[src/ir_mkm_pkg.sv]
// ----------------------------------------------------------------------------
// ir_mkm_pkg
// Shared types and constants of the IR Morse keying modulator: transaction
// payloads, configuration register set, register indexes and reset values.
// ----------------------------------------------------------------------------
package ir_mkm_pkg;

    localparam int unsigned CFG_INDEX_W = 3;
    localparam int unsigned CFG_DATA_W  = 24;

    typedef enum logic [CFG_INDEX_W-1:0] {
        REG_SUBCARRIER_DIVIDE = 3'd0,
        REG_BLINK_LIMIT       = 3'd1,
        REG_REARM_STEPS       = 3'd2,
        REG_LONG_PRESS_LIMIT  = 3'd3,
        REG_SPACE_LIMIT       = 3'd4,
        REG_DIT_LIMIT         = 3'd5,
        REG_MESSAGE_COUNT     = 3'd6
    } cfg_index_t;

    localparam logic [7:0]  RST_SUBCARRIER_DIVIDE = 8'd50;
    localparam logic [15:0] RST_BLINK_LIMIT       = 16'd800;
    localparam logic [15:0] RST_REARM_STEPS       = 16'd40;
    localparam logic [23:0] RST_LONG_PRESS_LIMIT  = 24'd16000;
    localparam logic [19:0] RST_SPACE_LIMIT       = 20'd800;
    localparam logic [15:0] RST_DIT_LIMIT         = 16'd80;
    localparam logic [8:0]  RST_MESSAGE_COUNT     = 9'd4;

    localparam logic [23:0] HOLD_MAX    = 24'hFFFFFF;
    localparam logic [19:0] ELEMENT_MAX = 20'hFFFFF;

    typedef struct packed {
        logic [7:0]  subcarrier_divide;
        logic [15:0] blink_limit;
        logic [15:0] rearm_steps;
        logic [23:0] long_press_limit;
        logic [19:0] space_limit;
        logic [15:0] dit_limit;
        logic [8:0]  message_count;
    } cfg_t;

    typedef struct packed {
        logic       button_down;
        logic [3:0] element_dits;
    } in_item_t;

    typedef struct packed {
        logic       ir_led_on;
        logic       status_led_on;
        logic       fetch_element;
        logic [7:0] message_number;
        logic       message_restart;
        logic       manual_key;
    } out_item_t;

endpackage

[src/ir_mkm_cfg.sv]
// ----------------------------------------------------------------------------
// ir_mkm_cfg
// Configuration register file: decodes the write port into the register set.
// ----------------------------------------------------------------------------
module ir_mkm_cfg (
    input  logic                                aclk,
    input  logic                                aresetn,
    input  logic                                cfg_wr_en,
    input  logic [ir_mkm_pkg::CFG_INDEX_W-1:0] cfg_index,
    input  logic [ir_mkm_pkg::CFG_DATA_W-1:0]  cfg_wr_data,
    output ir_mkm_pkg::cfg_t                    cfg
);
    import ir_mkm_pkg::*;

    cfg_t cfg_reg;
    cfg_t cfg_next;

    always_comb begin
        cfg_next = cfg_reg;
        if (cfg_wr_en) begin
            case (cfg_index_t'(cfg_index))
                REG_SUBCARRIER_DIVIDE: cfg_next.subcarrier_divide = cfg_wr_data[7:0];
                REG_BLINK_LIMIT:       cfg_next.blink_limit       = cfg_wr_data[15:0];
                REG_REARM_STEPS:       cfg_next.rearm_steps       = cfg_wr_data[15:0];
                REG_LONG_PRESS_LIMIT:  cfg_next.long_press_limit  = cfg_wr_data[23:0];
                REG_SPACE_LIMIT:       cfg_next.space_limit       = cfg_wr_data[19:0];
                REG_DIT_LIMIT:         cfg_next.dit_limit         = cfg_wr_data[15:0];
                REG_MESSAGE_COUNT:     cfg_next.message_count     = cfg_wr_data[8:0];
                default:               cfg_next = cfg_reg;
            endcase
        end
    end

    always_ff @(posedge aclk) begin
        if (!aresetn) begin
            cfg_reg.subcarrier_divide <= RST_SUBCARRIER_DIVIDE;
            cfg_reg.blink_limit       <= RST_BLINK_LIMIT;
            cfg_reg.rearm_steps       <= RST_REARM_STEPS;
            cfg_reg.long_press_limit  <= RST_LONG_PRESS_LIMIT;
            cfg_reg.space_limit       <= RST_SPACE_LIMIT;
            cfg_reg.dit_limit         <= RST_DIT_LIMIT;
            cfg_reg.message_count     <= RST_MESSAGE_COUNT;
        end else begin
            cfg_reg <= cfg_next;
        end
    end

    assign cfg = cfg_reg;

endmodule

[src/ir_mkm_step.sv]
// ----------------------------------------------------------------------------
// ir_mkm_step
// Modulator state and its per-tick update: carrier and subcarrier phases,
// status blink, button debounce and hold timing, Morse element timing.
// ----------------------------------------------------------------------------
module ir_mkm_step (
    input  logic                  aclk,
    input  logic                  aresetn,
    input  ir_mkm_pkg::cfg_t      cfg,
    input  logic                  advance,
    input  ir_mkm_pkg::in_item_t  item,
    output ir_mkm_pkg::out_item_t result
);
    import ir_mkm_pkg::*;

    logic [2:0]  phase_bits_reg,       phase_bits_next;
    logic [7:0]  subcarrier_count_reg, subcarrier_count_next;
    logic [15:0] blink_count_reg,      blink_count_next;
    logic        status_level_reg,     status_level_next;
    logic [23:0] hold_time_reg,        hold_time_next;
    logic [15:0] debounce_count_reg,   debounce_count_next;
    logic        key_latched_reg,      key_latched_next;
    logic [19:0] element_count_reg,    element_count_next;
    logic [19:0] element_limit_reg,    element_limit_next;
    logic [7:0]  selected_message_reg, selected_message_next;

    logic [7:0]  sc_inc;
    logic [8:0]  sel_inc;
    logic [19:0] ec_inc;
    logic [19:0] dit_product;
    logic        pressed;
    logic        fetch;
    logic        restart;

    assign dit_product = 20'(cfg.dit_limit) * 20'(item.element_dits);

    always_comb begin
        phase_bits_next       = phase_bits_reg ^ 3'b001;
        subcarrier_count_next = subcarrier_count_reg;
        blink_count_next      = blink_count_reg;
        status_level_next     = status_level_reg;
        hold_time_next        = hold_time_reg;
        debounce_count_next   = debounce_count_reg;
        key_latched_next      = key_latched_reg;
        element_count_next    = element_count_reg;
        element_limit_next    = element_limit_reg;
        selected_message_next = selected_message_reg;
        pressed               = 1'b0;
        fetch                 = 1'b0;
        restart               = 1'b0;
        sel_inc               = 9'd0;
        ec_inc                = 20'd0;
        sc_inc                = subcarrier_count_reg + 8'd1;

        if (sc_inc < cfg.subcarrier_divide) begin
            subcarrier_count_next = sc_inc;
        end else begin
            subcarrier_count_next = 8'd0;
            phase_bits_next       = phase_bits_next ^ 3'b010;

            if (blink_count_reg == cfg.blink_limit) begin
                blink_count_next  = 16'd0;
                status_level_next = ~status_level_reg;
            end else begin
                blink_count_next = blink_count_reg + 16'd1;
            end

            if (item.button_down) begin
                if (hold_time_reg != HOLD_MAX) begin
                    hold_time_next = hold_time_reg + 24'd1;
                end
                pressed             = (debounce_count_reg == 16'd0);
                debounce_count_next = cfg.rearm_steps;
            end else begin
                hold_time_next = 24'd0;
                if (debounce_count_reg != 16'd0) begin
                    debounce_count_next = debounce_count_reg - 16'd1;
                end
            end

            if (hold_time_next > cfg.long_press_limit) begin
                key_latched_next = 1'b1;
            end

            if (key_latched_next) begin
                phase_bits_next[2] = (hold_time_next == 24'd0);
            end else begin
                if (pressed) begin
                    sel_inc               = {1'b0, selected_message_reg} + 9'd1;
                    selected_message_next = (sel_inc >= cfg.message_count) ? 8'd0
                                                                           : sel_inc[7:0];
                    restart               = 1'b1;
                    phase_bits_next[2]    = 1'b1;
                    element_count_next    = 20'd0;
                    element_limit_next    = cfg.space_limit;
                end

                ec_inc = (element_count_next != ELEMENT_MAX) ? element_count_next + 20'd1
                                                             : element_count_next;
                if (ec_inc < element_limit_next) begin
                    element_count_next = ec_inc;
                end else begin
                    element_count_next = 20'd0;
                    fetch              = 1'b1;
                    if ({1'b0, selected_message_next} >= cfg.message_count) begin
                        selected_message_next = 8'd0;
                    end
                    if (item.element_dits == 4'd0) begin
                        phase_bits_next[2] = 1'b1;
                        element_limit_next = cfg.space_limit;
                    end else begin
                        phase_bits_next[2] = ~phase_bits_next[2];
                        element_limit_next = dit_product;
                    end
                end
            end
        end

        result.ir_led_on       = (phase_bits_reg == 3'b000);
        result.status_led_on   = status_level_next;
        result.fetch_element   = fetch;
        result.message_number  = selected_message_next;
        result.message_restart = restart;
        result.manual_key      = key_latched_next;
    end

    always_ff @(posedge aclk) begin
        if (!aresetn) begin
            phase_bits_reg       <= 3'b000;
            subcarrier_count_reg <= 8'd0;
            blink_count_reg      <= 16'd0;
            status_level_reg     <= 1'b0;
            hold_time_reg        <= 24'd0;
            debounce_count_reg   <= 16'd0;
            key_latched_reg      <= 1'b0;
            element_count_reg    <= 20'd0;
            element_limit_reg    <= RST_SPACE_LIMIT;
            selected_message_reg <= 8'd0;
        end else if (advance) begin
            phase_bits_reg       <= phase_bits_next;
            subcarrier_count_reg <= subcarrier_count_next;
            blink_count_reg      <= blink_count_next;
            status_level_reg     <= status_level_next;
            hold_time_reg        <= hold_time_next;
            debounce_count_reg   <= debounce_count_next;
            key_latched_reg      <= key_latched_next;
            element_count_reg    <= element_count_next;
            element_limit_reg    <= element_limit_next;
            selected_message_reg <= selected_message_next;
        end
    end

`ifndef SYNTH
    a_key_sticky: assert property (@(posedge aclk) disable iff (!aresetn)
        key_latched_reg |=> key_latched_reg)
        else $error("manual key mode dropped");

    a_no_fetch_in_manual: assert property (@(posedge aclk) disable iff (!aresetn)
        result.fetch_element |-> !result.manual_key)
        else $error("element fetch in manual key mode");

    a_no_restart_in_manual: assert property (@(posedge aclk) disable iff (!aresetn)
        result.message_restart |-> !result.manual_key)
        else $error("message restart in manual key mode");

    a_hold_frozen: assert property (@(posedge aclk) disable iff (!aresetn)
        !advance |=> $stable(hold_time_reg) && $stable(element_count_reg))
        else $error("state moved without a transaction");
`endif

endmodule

[src/ir_morse_keying_modulator_core.sv]
// ----------------------------------------------------------------------------
// ir_morse_keying_modulator_core
// IR Morse keying modulator: one carrier tick per input transaction, one
// result transaction per tick with LED drive, status and message control.
//
//   channel  ports                               payload
//   s_       s_valid  s_ready  s_data            button_down, element_dits
//   m_       m_valid  m_ready  m_data            ir_led_on .. manual_key
//   cfg_     cfg_wr_en cfg_index cfg_wr_data     register write, no wait
//
// One transaction per cycle sustained while m_ready holds; an s_ accept
// loads in_data_reg, then the state update loads out_data_reg and sets m_valid.
// The state update is one pass of logic with a single 16x4 multiply.
// Synchronous active-low reset sets all but the data regs; no clearing pass.
// A stalled m_ channel holds its result while the input register still
// takes one more transaction.
// ----------------------------------------------------------------------------
module ir_morse_keying_modulator_core (
    input  logic                                aclk,
    input  logic                                aresetn,
    input  logic                                s_valid,
    output logic                                s_ready,
    input  ir_mkm_pkg::in_item_t                s_data,
    output logic                                m_valid,
    input  logic                                m_ready,
    output ir_mkm_pkg::out_item_t               m_data,
    input  logic                                cfg_wr_en,
    input  logic [ir_mkm_pkg::CFG_INDEX_W-1:0] cfg_index,
    input  logic [ir_mkm_pkg::CFG_DATA_W-1:0]  cfg_wr_data
);
    import ir_mkm_pkg::*;

    cfg_t      cfg;
    in_item_t  in_data_reg;
    logic      in_valid_reg;
    out_item_t out_data_reg;
    logic      out_valid_reg;
    out_item_t result;
    logic      advance;

    ir_mkm_cfg u_cfg (
        .aclk        (aclk),
        .aresetn     (aresetn),
        .cfg_wr_en   (cfg_wr_en),
        .cfg_index   (cfg_index),
        .cfg_wr_data (cfg_wr_data),
        .cfg         (cfg)
    );

    ir_mkm_step u_step (
        .aclk    (aclk),
        .aresetn (aresetn),
        .cfg     (cfg),
        .advance (advance),
        .item    (in_data_reg),
        .result  (result)
    );

    assign advance = in_valid_reg && (!out_valid_reg || m_ready);
    assign s_ready = !in_valid_reg || advance;
    assign m_valid = out_valid_reg;
    assign m_data  = out_data_reg;

    always_ff @(posedge aclk) begin
        if (!aresetn) begin
            in_valid_reg  <= 1'b0;
            out_valid_reg <= 1'b0;
        end else begin
            if (s_ready) begin
                in_valid_reg <= s_valid;
            end
            if (advance) begin
                out_valid_reg <= 1'b1;
            end else if (m_ready) begin
                out_valid_reg <= 1'b0;
            end
        end
    end

    always_ff @(posedge aclk) begin
        if (s_valid && s_ready) begin
            in_data_reg <= s_data;
        end
        if (advance) begin
            out_data_reg <= result;
        end
    end

endmodule
[config.mk]
export PLATFORM = sky130hd
export DESIGN_NAME = ir_morse_keying_modulator_core
export DESIGN_NICKNAME = d
export VERILOG_FILES = /design/src/ir_mkm_pkg.sv /design/src/ir_mkm_cfg.sv /design/src/ir_mkm_step.sv /design/src/ir_morse_keying_modulator_core.sv
export SDC_FILE = /design/constraint.sdc
export NUM_CORES = 1
export LEC_CHECK = 0
export BUFFER_PORTS_ARGS = -buffer_cell sky130_fd_sc_hd__buf_2
export CAP_MARGIN = 20
export CELL_PAD_IN_SITES_DETAIL_PLACEMENT = 2
export CELL_PAD_IN_SITES_GLOBAL_PLACEMENT = 2
export CORE_MARGIN = 2
export CORE_UTILIZATION = 40
export DETAILED_ROUTE_END_ITERATION = 10
export PLACE_DENSITY_LB_ADDON = 0.05
export SYNTH_ARGS = -nofsm -noshare
export SYNTH_HDL_FRONTEND = slang
export SYNTH_SLANG_ARGS = --single-unit
[constraint.sdc]
create_clock -name aclk -period 9.9 [get_ports aclk]
set_input_delay 0.99 -clock aclk [delete_from_list [all_inputs] [get_ports aclk]]
set_output_delay 0.99 -clock aclk [all_outputs]
set_load 0.02 [all_outputs]
==> qor.yml <==
hold_path:
  worstHoldPathType: "register to register"
sta:
  period_needed_ns: 7.20
  rsz0062_at_grt: "false"
  setup_viol_count_final: 0
  tightest_slew_ns: 1.09
  finalSetupTns_ns: 0
  fin_crit_sh_pct: 72.7
  slew_headroom_pct: 27.2
  drv_slew: 0
  fmax_mhz: 139
  hold_viol: 0
  finClkSkew_ns: 0.0300
  holdWs_ns: 0.457
  worst_slack_ns: 2.70
synthesis:
  synth_compound_area_share_pct: 17.5
  synth_xor_area_share_pct: 3.98
  ys.warnings.count: 0
  synth-edff-count: 18
  ys_ff_latch: 246
  async_flop_share_pct: 0
  synth.area.mux_share_pct: 2.45
  netlist_instances: 2007
  synth_fp_nets: 2170
  syn_avg_cell_area_sq_um: 7.77
  synth_top_family_by_area: "simple AND/OR/NAND/NOR gates"
  synth_simple_gate_area_share_pct: 25.9
  synth_seq_area_share_pct: 32.7
  synthAdderAreaFrac_pct: 11.5
  synthesis.area_sq_um: 15600
  synth_top_cells_by_count: "nand2_1 (430), dfxtp_1 (228), a21oi_1 (210), nor2_1 (120), ha_1 (98)"
  synth.most_common_cell: "nand2_1"
  synth_top_area_share_pct: 29.3
  ys.flop_type: "dfxtp_1"
  synth_area_leaders: "dfxtp_1 (29%), nand2_1 (10%), ha_1 (7.9%), a21oi_1 (6.7%), fa_1 (3.6%)"
  synth_top_cell_by_area: "dfxtp_1"
  yosys.cell_types.count: 85
cts:
  post_cts_resized: 0
  post-cts-setup-buffers: 0
  root_buffer: "clkbuf_16"
  clkSinkCount: 246
  clk_latency_ns: 0.61
  ctsHoldBuffers: 0
  htree_levels: 1
  cts_made_buffers: 30
  clockBufferDepth: 3
  cts.clk_slew.worst_paths_ns: 0.06
  cts_tree: "yes"
floorplanning:
  initial_core_util_pct: 40.4
  rows: 72
  io_pins: 52
  fp.dieArea_sq_um: 40600
  die_w_microns: 201
  core_area_sq_um: 38600
  die_h_microns: 201
drt:
  drc: 0
  ant_nets: 0
  vias: 14714
  drt_iter0_drc: 741
  drt-pass1-iter-count: 5
  via_per_inst: 5.80
  wire_per_inst_microns: 22.4
  wirelength_mm: 56.8
placement:
  pre_cts_ws_ns: 2.78
  routabilityCongestion: 0.832
  place_area_sq_um: 16100
  dp_hpwl_mm: 40.1
  portBuffers: 51
layout:
  syn_to_final_growth_pct: 9.73
  nets: 2154
  largest_reg_flops: 109
  design_area_sq_um: 17100
  layout-drive-gt1-share_pct: 7.89
global_routing:
  grt_pass1_vias: 15681
  antenna_found_initial: 5
  grt_pass1_wl_mm: 90.5
  track_usage_pct: 28.0
  grt-ovfl-total: 0
  grt_max_degree: 84
setup_path:
  worst-endpoint-arrival_ns: 7.50
  path_class: "register to register"
  endpoint_kind: "register"
  crit_path_start_kind: "register"
  crit_fanout: 70
  worstPathRequired_ns: 10.20
power:
  power_w: 0.00230
  power_density_nw_per_um2: 134
  p_leak_nw: 6.72
  vdd_drop_max_mv: 0.136
flow_run:
  maxCapViolCount: 0
outcome:
  status: "complete, no violations"
-- through the flow --
stage,instances,util (%)
after global routing,2533,44.4
after floorplan,2007,-
after global placement,2475,41.8
after detailed placement,2475,41.8
final,2535,44.4
after CTS,2530,44.3
-- layer usage --
layer  track usage, %  wire length (microns)  part of all wire [%]  vias up
met5                0                     13                 0.023        -
met4             6.78                   1450                   2.6        2
met3             3.21                   2020                   3.6       69
met2             48.0                  27000                    48      238
met1             37.6                  26300                    46     7431
li1                 -                      -                     -     6974
-- logic make-up after synthesis --
| family | Yosys count |
|---|---|
| compound gates | 439 |
| xor+xnor | 70 |
| simple gates | 872 |
| mux | 38 |
| flops | 246 |
| buf+inv | 216 |
| fa+ha+maj | 126 |
-- critical path: stages (launching register included) --
cell and delay, ns:
edfxtp_1 0.32, buf_4 0.55, nor4bb_1 0.36, nand4_1 0.64, and2_1 0.47, ha_1 0.27, nand4_1 0.16, nor3_1 0.13
a21boi_1 0.35, nand4_1 0.47, nor3_1 0.55, xnor2_1 0.16, ha_1 0.31, and4_1 0.23, nand3_1 0.13, nor3_1 0.27
nand3_1 0.15, and3_1 0.42, a211oi_4 0.75, o31ai_1 0.18
-- layout by cell type, fill, tap and decap left out, drive strengths merged, types with 5 or more instances in the layout --
cell,instances
nand2,430
dfxtp,228
a21oi,210
nor2,120
ha,98
nand3,96
inv,95
buf,72
o21ai,66
xnor2,49
clkbuf,38
mux2i,37
nand4,37
and2,34
o211ai,33
nor3,30
fa,28
o31ai,23
and3,21
xor2,21
or3,18
edfxtp,18
clkinv,17
nand2b,16
nor4,16
a211oi,14
or4,13
and4,13
a31oi,11
o221a,9
a21o,8
nor2b,7
a211o,7
o21bai,7
nor4b,5
a22oi,5
o311ai,5
-- worst paths after layout --
path | depth (start not counted) | endpoint | from | slack [ns]
hold / removal | 2 | u_step.element_limit_reg[3] | u_step.element_limit_reg[3] | 0.46
hold reg to reg | 2 | u_step.element_limit_reg[3] | u_step.element_limit_reg[3] | 0.46
setup / recovery | 19 | m_data[7] | in_data_reg[4] | 2.70
setup reg to reg | 19 | m_data[7] | in_data_reg[4] | 2.70
-- report_power, final --
group          leakage [nW]  switching, W  internal (W)
Combinational          4.23      0.000126     0.0000522
Clock                 0.483      0.000479      0.000611
Sequential             2.01     0.0000149       0.00102
-- final cells by class --
type	instances	area [sq um]
diodes	3	7.51
clock buffers	37	817
clock inverters	18	140
fillers	4509	21400
inverters	95	359
multi-input cells	1545	9610
flip-flops and latches	246	5100
well taps	518	648
repair buffers	73	424
(Power assumes the default switching activity.)
